### config.mk
export PLATFORM = sky130hd
export DESIGN_NAME = esdc_ctrl
export DESIGN_NICKNAME = d
export VERILOG_FILES = /design/src/design/esdc_pkg.sv /design/src/design/esdc_ctrl.sv
export SDC_FILE = /design/constraint.sdc
export NUM_CORES = 1
export LEC_CHECK = 0
export ABC_AREA = 1
export BUFFER_PORTS_ARGS = -buffer_cell sky130_fd_sc_hd__buf_4
export CORE_MARGIN = 2
export CORE_UTILIZATION = 43
export CTS_CLUSTER_SIZE = 12
export DETAILED_ROUTE_END_ITERATION = 10
export PLACE_DENSITY = 0.85
export SLEW_MARGIN = 10
export SYNTH_ARGS = -nofsm -noshare
export SYNTH_HDL_FRONTEND = slang
export SYNTH_SLANG_ARGS = --single-unit
### constraint.sdc
create_clock -name clk -period 1.2 [get_ports clk]
set_input_delay 0.18 -clock clk [delete_from_list [all_inputs] [get_ports clk]]
set_output_delay 0.18 -clock clk [all_outputs]
set_load 0.1 [all_outputs]
### src/design/esdc_pkg.sv
// Package for the undirected edge coalescer: default sizes, controller command
// codes and the status group that the datapath returns to the controller.
// No dependencies.
package esdc_pkg;

    localparam int MAX_EDGES_DEF = 512;
    localparam int NODE_BITS_DEF = 24;
    localparam int ATTR_BITS_DEF = 32;

    typedef logic [3:0] op_t;

    localparam op_t OP_NONE       = 4'd0;
    localparam op_t OP_CAPTURE    = 4'd1;
    localparam op_t OP_LOAD_A     = 4'd2;
    localparam op_t OP_LOAD_B     = 4'd3;
    localparam op_t OP_SORT_START = 4'd4;
    localparam op_t OP_RUN_INIT   = 4'd5;
    localparam op_t OP_MERGE_RD   = 4'd6;
    localparam op_t OP_MERGE_WR   = 4'd7;
    localparam op_t OP_PASS_NEXT  = 4'd8;
    localparam op_t OP_DD_START   = 4'd9;
    localparam op_t OP_DD_RD      = 4'd10;
    localparam op_t OP_DD_WR      = 4'd11;
    localparam op_t OP_SORT_DONE  = 4'd12;
    localparam op_t OP_RD_ISSUE   = 4'd13;
    localparam op_t OP_EMIT       = 4'd14;

    typedef struct packed {
        logic func;
        logic closed;
        logic sorted;
        logic n_le1;
        logic n_zero;
        logic run_last;
        logic pass_last;
        logic sort_last;
        logic dd_last;
    } stat_t;

endpackage

### src/design/esdc_ctrl.sv
// Controller of the edge coalescer: sequences loads, the merge sort passes,
// de-duplication and result reads, issuing one datapath command per cycle.
// Depends on esdc_pkg.
module esdc_ctrl (
    input  logic            clk,
    input  logic            rst_n,
    input  logic            in_valid,
    output logic            in_ready,
    output logic            res_valid,
    input  logic            res_ready,
    input  esdc_pkg::stat_t stat,
    output esdc_pkg::op_t   op
);

    import esdc_pkg::*;

    localparam logic [3:0] S_IDLE     = 4'd0;
    localparam logic [3:0] S_LOAD_A   = 4'd1;
    localparam logic [3:0] S_LOAD_B   = 4'd2;
    localparam logic [3:0] S_READ     = 4'd3;
    localparam logic [3:0] S_SORT     = 4'd4;
    localparam logic [3:0] S_RUN_INIT = 4'd5;
    localparam logic [3:0] S_M_RD     = 4'd6;
    localparam logic [3:0] S_M_WR     = 4'd7;
    localparam logic [3:0] S_PASS     = 4'd8;
    localparam logic [3:0] S_DD_START = 4'd9;
    localparam logic [3:0] S_DD_RD    = 4'd10;
    localparam logic [3:0] S_DD_WR    = 4'd11;
    localparam logic [3:0] S_FIN      = 4'd12;
    localparam logic [3:0] S_RD_ISSUE = 4'd13;
    localparam logic [3:0] S_EMIT     = 4'd14;

    logic [3:0] state_reg;
    logic [3:0] state_next;
    logic       res_valid_reg;
    logic       res_valid_next;
    logic       slot_free;

    assign in_ready  = state_reg == S_IDLE;
    assign res_valid = res_valid_reg;
    assign slot_free = !res_valid_reg || res_ready;

    always_comb
    begin
        state_next     = state_reg;
        op             = OP_NONE;
        res_valid_next = res_valid_reg && !res_ready;
        unique case (state_reg)
            S_IDLE:
            begin
                if (in_valid)
                begin
                    op         = OP_CAPTURE;
                    state_next = S_LOAD_A;
                end
            end
            S_LOAD_A:
            begin
                // The captured function code decides between a load and a read.
                if (stat.func)
                begin
                    state_next = S_READ;
                end
                else
                begin
                    op         = OP_LOAD_A;
                    state_next = S_LOAD_B;
                end
            end
            S_LOAD_B:
            begin
                op         = OP_LOAD_B;
                state_next = S_IDLE;
            end
            S_READ:
            begin
                if (!stat.closed)
                begin
                    state_next = S_EMIT;
                end
                else if (!stat.sorted)
                begin
                    state_next = S_SORT;
                end
                else
                begin
                    state_next = S_RD_ISSUE;
                end
            end
            S_SORT:
            begin
                op = OP_SORT_START;
                if (stat.n_zero)
                begin
                    state_next = S_FIN;
                end
                else if (stat.n_le1)
                begin
                    state_next = S_DD_START;
                end
                else
                begin
                    state_next = S_RUN_INIT;
                end
            end
            S_RUN_INIT:
            begin
                op         = OP_RUN_INIT;
                state_next = S_M_RD;
            end
            S_M_RD:
            begin
                op         = OP_MERGE_RD;
                state_next = S_M_WR;
            end
            S_M_WR:
            begin
                op         = OP_MERGE_WR;
                state_next = stat.run_last ? S_PASS : S_M_RD;
            end
            S_PASS:
            begin
                op = OP_PASS_NEXT;
                if (stat.pass_last && stat.sort_last)
                begin
                    state_next = S_DD_START;
                end
                else
                begin
                    state_next = S_RUN_INIT;
                end
            end
            S_DD_START:
            begin
                op         = OP_DD_START;
                state_next = S_DD_RD;
            end
            S_DD_RD:
            begin
                op         = OP_DD_RD;
                state_next = S_DD_WR;
            end
            S_DD_WR:
            begin
                op         = OP_DD_WR;
                state_next = stat.dd_last ? S_FIN : S_DD_RD;
            end
            S_FIN:
            begin
                op         = OP_SORT_DONE;
                state_next = S_RD_ISSUE;
            end
            S_RD_ISSUE:
            begin
                op         = OP_RD_ISSUE;
                state_next = S_EMIT;
            end
            S_EMIT:
            begin
                if (slot_free)
                begin
                    op             = OP_EMIT;
                    res_valid_next = 1'b1;
                    state_next     = S_IDLE;
                end
            end
            default:
            begin
                state_next = S_IDLE;
            end
        endcase
    end

    always_ff @(posedge clk or negedge rst_n)
    begin
        if (!rst_n)
        begin
            state_reg     <= S_IDLE;
            res_valid_reg <= 1'b0;
        end
        else
        begin
            state_reg     <= state_next;
            res_valid_reg <= res_valid_next;
        end
    end

endmodule

Word level (Yosys, flattened, before mapping)
Cells that the tools add are included.
Operators by class
  equal/unequal tests: 16
  muxes and demuxes: 17
  reductions and logical operators: 7
Operators with widths (count)
  $pmux 4 s14: 2
  $mux 4: 9
  $eq 4x4->1 const B: 7
  $eq 4x3->1 const B: 4
  $eq 4x2->1 const B: 2
  $eq 4x1->1 const B: 1
  $logic_not 4->1: 1
  $mux 1: 4
  $ne 2x2->1 const B: 2
  $mux 3: 1
  $logic_and 1x1->1: 2
  $logic_not 1->1: 2
  $mux 2: 1
  $reduce_and 2->1: 1
  $logic_or 1x1->1: 1
Word-level totals
  register bits: 5
  input port bits: 13
  output and inout port bits: 6
  word-level logic and storage cells: 42

Longest topological paths before layout
Gate-level depths: netlist of run 1.
  word-level depth: 4
  depth in mapped cells: 7
  mapped depth without buffers: 7

Worst setup path before layout of run 1
OpenSTA, ideal clock, no wires.
  path kind: register -> output
  start point: reg state_reg[2]
  end point: out op[0]
  data arrival time: 2424 ps
  required time: 1020 ps
  slack: -1404 ps
  cell stages (with the launch flop): 6
  buffers on the path: 0
  cell sequence: dfrtp_1 -> inv_1 -> nand2_2 -> nor2_2 -> nand2_1 -> nand3_1
On the way
  word-level cells in the longest chain between the ends: 2
  elaborated cells between the ends (all ways): 15
  those cells by class: eq/ne (13); mux (1); reduce/logical (1)
Ends and longest elaborated chain
  start, declared: RTL line esdc_ctrl.sv:33  | logic [3:0] state_reg;
  start signal, assigned: RTL line esdc_ctrl.sv:183  | state_reg <= state_next;
  $logic_not 4->1
  via in_ready: RTL line esdc_ctrl.sv:8  | output logic in_ready,
  $pmux 4 s14: RTL line esdc_ctrl.sv:48  | unique case (state_reg)
  end, declared: RTL line esdc_ctrl.sv:12  | output esdc_pkg::op_t op
The timed path passes the listed nets, and every way through them passes these cells.

Worst setup path in the final report of run 1
  start point: reg state_reg[2]
  end point: out op[1]
On the way
  word-level cells in the longest chain between the ends: 2
  elaborated cells between the ends (all ways): 15
  those cells by class: eq/ne (13); mux (1); reduce/logical (1)
Ends and longest elaborated chain (RTL line)
  $eq 4x4->1, or another cell as far along: esdc_ctrl.sv:48
  $pmux 4 s14 (*): esdc_ctrl.sv:48
Mark *: on every way between the ends. The rest lies on a longest branch, timed or not.

==> impl_metrics.py, run 1 <==
metrics = {
    "sta": {
        "worstMarginPinSlew_ns": 0.289,
        "min_period_over_period": 1.37,
        "hold_viol_final": 0,
        "skew_ns": 0.00240,
        "slew_violations": 0,
        "setup-violations-final": 9,
        "clock.fmax_ghz": 0.607,
        "hold_ws_ns": 0.275,
        "min_period_ns": 1.65,
        "maxSlewHeadroom": 0.805,
        "setup_slack_ns": -0.448,
        "rsz0062_at_grt": "yes",
    },
    "floorplanning": {
        "num_rows": 13,
        "initial_core_util": 0.449,
        "die_area_um2": 1610,
        "die_h_um": 40.1,
        "boundaryPins": 19,
        "die_w_um": 40.1,
        "core_um2": 1250,
    },
    "final_layout": {
        "layout.nets": 161,
        "final_common_cell": "buf_4",
        "antenna_cells": 0,
        "largest_reg_flops": 4,
        "final_cell_mix": "30 x buf_4, 18 x nand2_1, 12 x nor2_1, 12 x nand3_1, 11 x inv_1",
        "syn2layout_area_growth_pct": 110,
        "utilization": 0.943,
        "layout-drive-gt1-share": 0.578,
    },
    "worst_setup_path": {
        "critPathTopFamily": "flip-flops",
        "critPathLaunchType": "flip-flop",
        "crit_arrival_ns": 1.47,
        "cp_cell_sequence": "buf_6, o211ai_1, o2111ai_4, buf_12",
        "crit_path_top_delay_cell": "dfrtp_2",
        "crit_type": "reg2out",
        "critPathRequiredTime_ns": 1.02,
        "cpPeakStageDelay_ns": 0.46,
        "end_kind": "output pin",
        "critical_path_buf_inv_count": 2,
        "path_max_fanout": 4,
    },
    "global_routing": {
        "grt_pass1_wl_um": 4020,
        "grt_pass1_vias": 877,
        "grt_remaining_overflow": 0,
        "antenna_found_initial": 0,
        "grt_max_degree": 7,
        "grt_usage": 0.393,
    },
    "route": {
        "wl_met1_um": 1060,
        "vias": 938,
        "drc_errors": 0,
        "viasPerCell": 5.79,
        "top_layer_used": "met4",
        "antenna_left": 0,
        "routedWlPerCell_um": 18.4,
        "firstDrtPassIters": 4,
        "drt_iter0_markers": 37,
        "wl_met2_um": 1480,
        "wl_met3_um": 270,
        "wl_um": 2980,
    },
    "placed_design": {
        "hpwl_um": 1520,
        "io_buffers": 18,
        "place_congestion": 0.856,
    },
    "yosys": {
        "synthAdderAreaFrac": 0,
        "syn_avg_cell_area_um2": 5.62,
        "synth_area_um2": 562,
        "yosys_register_bits": 5,
        "yosys_warnings": 0,
        "synth_simple_gate_area_frac": 0.575,
        "synthMuxAreaShare": 0,
        "synthesis.nets": 113,
        "ys_seq_area_frac": 0.223,
        "synth_top_family_by_area": "simple AND/OR/NAND/NOR gates",
        "synth_compound_area_frac": 0.0891,
        "synthXorXnorAreaFrac": 0,
        "synth_cells": 100,
        "synth_cell_types": 19,
    },
    "clock_tree": {
        "numClockSinks": 5,
        "clkTransAtPathRegs_ns": 0.05,
        "cts_root_buf": "clkbuf_4",
        "cts_tree": "done",
        "cts.path.max_buffers": 2,
        "clk_latency_ns": 0.25,
        "cts-buffers-inserted": 3,
        "htree_levels": 1,
    },
    "worst_hold_path": {
        "hold_class": "in2reg",
    },
    "outcome": {
        "violations": "setup timing",
        "outcome": "finished, violations left",
    },
    "run": {
        "drv_cap": 0,
    },
}
-- final cells by class --
cell class | count | area [µm²]
tap | 15 | 18.8
inverter | 17 | 66.3
timing repair buffer | 43 | 423
clock buffer | 3 | 22.5
multi-input combinational | 78 | 513
fill | 44 | 71.3
clock inverter | 1 | 5.00
sequential | 5 | 133
-- stage by stage --
| step | setup TNS (ns) | setup WS (ns) | cells | instance area, µm² |
|---|---|---|---|---|
| 2_1_floorplan | -1.39 | -0.497 | 100 | 652 |
| 3_3_place_gp | -1.01 | -0.224 | 154 | 963 |
| 3_5_place_dp | -1.38 | -0.309 | 154 | 963 |
| 4_1_cts | -2.26 | -0.428 | 161 | 1150 |
| 5_1_grt | -3.16 | -0.491 | 162 | 1180 |
| 6_report | -2.66 | -0.448 | 162 | 1180 |
-- path summary, 6_finish.rpt --
kind	from	to	slack (ns)	cells after the start
min in group asynchronous	rst_n	res_valid	0.31	2
hold reg to reg	res_valid	res_valid	0.68	2
setup / recovery	state_reg[2]	op[1]	-0.45	4
hold / removal	in_valid	state_reg[0]	0.28	3
max in group asynchronous	rst_n	state_reg[3]	0.78	2
setup reg to reg	state_reg[1]	state_reg[0]	-0.20	8
-- kinds of logic (layout without fill, tap and decap cells) --
logic type,after synthesis,after routing
AO/OA/AOI/OAI,8,8
buffers and inverters,17,64
flip-flops,5,5
AND/OR/NAND/NOR,70,70
-- worst reg2reg max path, stage by stage (launching register included) --
cell and delay [ns]:
dfrtp_2 0.44, buf_6 0.14, buf_6 0.11, nor2_4 0.07, buf_6 0.12, nand3_1 0.10
nand3_1 0.09, nor2_1 0.06, nor2_2 0.16
-- layer usage --
metal	vias to the layer above	GRT usage
met1	423	0.418
met5	-	0
li1	415	-
met3	23	0.111
met4	0	0.250
met2	77	0.673
-- repair_timing --
item,CTS,global route
buffers inserted,2,1
pin swaps,11,2
hold endpoints to repair,5,0
resized for setup,39,6
endpoints found under the setup margin,10,10
hold buffers,1,0
-- synthesized netlist by cell type (all sizes together) --
cell type / instances / area share
inv: 17 / 0.11
o211ai: 1 / 0.013
nor2: 19 / 0.15
o21ai: 5 / 0.051
nand3b: 1 / 0.013
nand3: 15 / 0.14
nor3: 2 / 0.018
or2: 2 / 0.022
a21oi: 1 / 0.0089
nand2: 31 / 0.23
o2111ai: 1 / 0.016
dfrtp: 5 / 0.22
Power of run 1 is left out: the tool's default activity adds up to more than one toggle a clock period on the data nets, which glitch-free logic cannot reach.
==> inputs of run 2 (changes only) <==
- CORE_AREA: not set -> 2 2 39 41
- CORE_MARGIN: 2 -> not set
- CORE_UTILIZATION: 43 -> not set
- DIE_AREA: not set -> 0 0 41 43
- PLACE_DENSITY: 0.85 -> 0.81
- clock period: 1.2 -> 1.9 ns (I/O delays scaled with it)
==> run 2 against run 1 <==
Net effect:
- the flow now finishes without violations
- clock skew increased by 0.0035 ns
- worst hold slack better by 0.066 ns
- via count is 23% lower
- critical path depth rose by 4
- sequential cell count stayed put
- sequential share of layout area grew 4.7 points
- final cell count down 14%
- first-iteration DRC count fell by 27%
- worst setup slack improved by 0.53 ns
- final area fell by 32%
- global-route usage is 19 points lower
- critical endpoint is now op[3]
- largest cell class unchanged
==> impl_metrics.py, run 2 (synthesis gave the netlist of run 1 again) <==
metrics = {
    "outcome": {
        "outcome": "finished, final reports clean",
    },
    "clock_tree": {
        "numClockSinks": 5,
        "clk_latency_ns": 0.24,
        "htree_levels": 1,
        "cts-buffers-inserted": 3,
        "clkTransAtPathRegs_ns": 0.05,
        "cts_root_buf": "clkbuf_4",
        "cts.path.max_buffers": 2,
        "cts_tree": "done",
    },
    "run": {
        "drv_cap": 0,
    },
    "sta": {
        "slew_violations": 0,
        "maxSlewHeadroom": 0.746,
        "setup-violations-final": 0,
        "hold_viol_final": 0,
        "min_period_over_period": 0.958,
        "min_period_ns": 1.82,
        "fin_tns_setup_ns": 0,
        "clock.fmax_ghz": 0.549,
        "worstMarginPinSlew_ns": 0.379,
        "skew_ns": 0.00590,
    },
    "route": {
        "drt_iter0_markers": 27,
        "firstDrtPassIters": 5,
        "antenna_left": 0,
        "vias": 724,
        "wl_um": 1500,
        "routedWlPerCell_um": 10.8,
        "drc_errors": 0,
        "viasPerCell": 5.21,
    },
    "worst_setup_path": {
        "crit_arrival_ns": 1.54,
        "path_max_fanout": 6,
        "cp_cell_sequence": "inv_2, nand2_2, nor2_2, nand2_1, nand2_1, inv_1, nand2_1, buf_12",
        "worstSetupPathDepth": 8,
        "crit_start": "state_reg[0]",
        "r2r_cells": 5,
        "end_kind": "output pin",
        "r2r_end": "state_reg[0]",
        "critPathRequiredTime_ns": 1.62,
        "cpPeakStageDelay_ns": 0.40,
        "critPathTopFamily": "simple AND/OR/NAND/NOR gates",
        "crit_path_top_delay_cell": "dfrtp_1",
        "critical_path_buf_inv_count": 3,
        "crit_type": "reg2out",
        "critPathLaunchType": "flip-flop",
        "r2r_start": "state_reg[1]",
        "r2r_slack_ns": 0.63,
        "endpoint": "op[3]",
        "cpMostUsedCell": "nand2_1",
    },
    "global_routing": {
        "antenna_found_initial": 0,
        "grt_pass1_vias": 606,
        "grt_pass1_wl_um": 2490,
        "grt_remaining_overflow": 0,
        "grt_max_degree": 8,
        "grt_usage": 0.207,
    },
    "floorplanning": {
        "die_w_um": 41,
        "initial_core_util": 0.406,
        "core_um2": 1380,
        "num_rows": 14,
        "die_area_um2": 1760,
        "boundaryPins": 19,
        "die_h_um": 43,
    },
    "final_layout": {
        "utilization": 0.579,
        "largest_reg_flops": 4,
        "final_cell_mix": "27 x nand2_1, 15 x inv_1, 15 x nor2_1, 15 x buf_4, 13 x nand3_1",
        "final_common_cell": "nand2_1",
        "syn2layout_area_growth_pct": 42.5,
        "antenna_cells": 0,
        "layout.nets": 137,
        "layout-drive-gt1-share": 0.317,
    },
    "placed_design": {
        "hpwl_um": 1230,
        "io_buffers": 18,
        "place_congestion": 0.966,
    },
    "worst_hold_path": {
        "hold_start": "stat[0]",
        "hold_path_depth": 5,
        "hold_class": "in2reg",
    },
}
run 2: changes by cell type in the layout (fill, tap and decap cells not counted), moves of 3 or more:
cell	before	now
buf_12	6	1
buf_4	30	15
buf_6	6	1
inv_1	11	15
inv_2	5	2
nand2_1	18	27
nand2_2	6	3
nand2_4	5	1
nor2_1	12	15
run 2: layer usage:
metal / wire length, µm / vias to the layer above / track usage
li1: - / 362 / -
met1: 588 / 320 / 0.254
met2: 792 / 38 / 0.334
met3: 110 / 4 / 0.0471
met4: 12 / 0 / 0.0800
met5: 0 / - / 0
run 2: how the worst min path moves through the flow:
stage                         to  slack, ns
finish              state_reg[2]       0.34
global route        state_reg[2]       0.36
CTS                 state_reg[2]       0.35
detailed placement  state_reg[1]       0.09
global placement    state_reg[1]       0.09
floorplan              res_valid      -0.01
run 2: tightest hold or removal path, delay by kind of cell:
family	cells	cell delay, ns
buf+inv	1	0.08
simple gates	4	0.18
run 2: final cells by class:
class                      instances  area (µm²)
sequential                         5         128
multi-input combinational         78         394
fill                             135         583
tap                               16        20.0
timing repair buffer              19         169
inverter                          17        63.8
clock buffer                       4        26.3
run 2: through the flow:
stage / hold slack (ns) / std cells / setup slack [ns] / area, µm²
6_report: 0.341 / 139 / 0.0795 / 801
5_1_grt: 0.361 / 139 / -0.00583 / 801
4_1_cts: 0.346 / 139 / 0.00455 / 787
3_5_place_dp: 0.0857 / 134 / 0.204 / 734
3_3_place_gp: 0.0860 / 134 / 0.224 / 734
2_1_floorplan: -0.0106 / 100 / -0.169 / 579
run 2: what timing repair did:
item / CTS / global route
gates cloned: 0 / 0
setup endpoints to repair: 2 / 4
buffers inserted: 0 / 0
endpoints found under the hold margin: 5 / 0
gates resized for setup: 4 / 7
hold buffers: 1 / 0
Power of run 2 is left out for the same reason.
==> inputs of run 3 (changes only) <==
- GPL_ROUTABILITY_DRIVEN: not set -> 0
- PLACE_DENSITY: 0.81 -> 0.69
==> run 3 against run 2 <==
Net effect:
- die area unchanged
- worst setup slack better by 0.013 ns
- global-route usage decreased by 0.24 points
- core utilization is 0.81 points higher
- clock-buffer cell count unchanged
- first-iteration DRC count down 48%
- final area rose by 1.4%
- register-to-register slack barely moved
- largest cell class unchanged
==> impl_metrics.py, run 3 (synthesis gave the netlist of run 1 again) <==
metrics = {
    "outcome": {
        "outcome": "finished, final reports clean",
    },
    "sta": {
        "rsz0062_at_grt": "no",
        "setup-violations-final": 0,
        "min_period_over_period": 0.951,
        "min_period_ns": 1.81,
        "slew_violations": 0,
        "setup_slack_ns": 0.0930,
        "fin_tns_setup_ns": 0,
        "maxSlewHeadroom": 0.748,
        "skew_ns": 0.00320,
        "clock.fmax_ghz": 0.553,
        "worstMarginPinSlew_ns": 0.377,
        "hold_viol_final": 0,
    },
    "placed_design": {
        "place_ws_ns": 0.197,
        "io_buffers": 18,
        "hpwl_um": 1220,
    },
    "final_layout": {
        "layout.nets": 137,
        "final_common_cell": "nand2_1",
        "antenna_cells": 0,
        "largest_reg_flops": 4,
        "layout-drive-gt1-share": 0.309,
        "final_cell_mix": "27 x nand2_1, 16 x nor2_1, 15 x inv_1, 14 x buf_4, 13 x nand3_1",
        "fillers": 140,
        "syn2layout_area_growth_pct": 44.5,
        "seq_area_um2": 128,
        "multi_input_comb_area_um2": 397,
    },
    "global_routing": {
        "grt_pass1_wl_um": 2470,
        "antenna_found_initial": 0,
        "grt_remaining_overflow": 0,
        "grt_usage": 0.205,
        "grt_max_degree": 8,
        "grt_pass1_vias": 600,
    },
    "worst_hold_path": {
        "hold_class": "in2reg",
        "hold_start": "stat[0]",
        "hold_path_depth": 5,
        "hold_path_end": "state_reg[2]",
    },
    "route": {
        "drt_iter0_markers": 14,
        "vias": 676,
        "drc_errors": 0,
        "antenna_left": 0,
        "wl_um": 1440,
        "firstDrtPassIters": 4,
        "viasPerCell": 4.86,
        "routedWlPerCell_um": 10.4,
    },
    "run": {
        "drv_cap": 0,
    },
    "worst_setup_path": {
        "path_max_fanout": 7,
        "r2r_slack_ns": 0.62,
        "critPathLaunchType": "flip-flop",
        "r2r_cells": 4,
        "critPathRequiredTime_ns": 1.62,
        "crit_arrival_ns": 1.52,
        "r2r_start": "state_reg[1]",
        "r2r_end": "state_reg[3]",
        "end_kind": "output pin",
        "crit_type": "reg2out",
    },
    "clock_tree": {
        "cts_root_buf": "clkbuf_4",
        "cts.path.max_buffers": 2,
        "cts-buffers-inserted": 3,
        "cts_tree": "done",
        "htree_levels": 1,
        "cts_setup_buffers": 0,
        "clk_latency_ns": 0.24,
        "numClockSinks": 5,
        "clkTransAtPathRegs_ns": 0.04,
    },
    "floorplanning": {
        "die_w_um": 41,
        "boundaryPins": 19,
        "num_rows": 14,
        "core_um2": 1380,
        "die_h_um": 43,
        "die_area_um2": 1760,
        "initial_core_util": 0.406,
    },
}
[run 3: layer usage]
metal / vias up / share of wire / wire (µm) / GRT usage
met5: - / 0 / 0 / 0
met4: 0 / 0.019 / 27 / 0.0800
met3: 4 / 0.041 / 59 / 0.0471
met2: 20 / 0.50 / 715 / 0.303
met1: 293 / 0.44 / 640 / 0.279
li1: 359 / - / - / -
[run 3: how the worst max path moves through the flow]
| stage | end | cells past startpoint | slack (ns) | start |
|---|---|---|---|---|
| after floorplan | op[0] | 5 | -0.17 | state_reg[2] |
| after global placement | op[3] | 8 | 0.20 | state_reg[0] |
| after detailed placement | op[3] | 8 | 0.20 | state_reg[0] |
| after CTS | op[3] | 8 | 0.06 | state_reg[0] |
| after global routing | op[1] | 4 | 0.02 | state_reg[1] |
| final | op[1] | 4 | 0.09 | state_reg[1] |
[run 3: critical path: stages (launching register included)]
cell	delay (ns)
dfrtp_1	0.46
nor2_1	0.30
nand3_1	0.15
o2111ai_2	0.12
buf_6	0.25
[run 3: repair_timing]
action	in CTS	in global routing
setup endpoints to repair	3	3
resized for setup	6	7
hold buffers	1	0
endpoints found under the hold margin	5	0
[run 3: final cells by class]
class / count / area share
clock buffers: 4 / 0.0324
flip-flops and latches: 5 / 0.157
well taps: 16 / 0.0247
inverters: 17 / 0.0786
repair buffers: 19 / 0.219
multi-input cells: 78 / 0.488
[run 3: per-stage QoR]
| stage | cells | util | cell area [µm²] | hold slack (ns) |
|---|---|---|---|---|
| after floorplan | 100 | - | 579 | -0.0106 |
| final | 139 | 0.587 | 812 | 0.347 |
| after detailed placement | 134 | 0.531 | 734 | 0.0880 |
| after global routing | 139 | 0.587 | 812 | 0.375 |
| after global placement | 134 | 0.531 | 734 | 0.0865 |
| after CTS | 139 | 0.571 | 790 | 0.351 |
Power of run 3 is left out for the same reason.
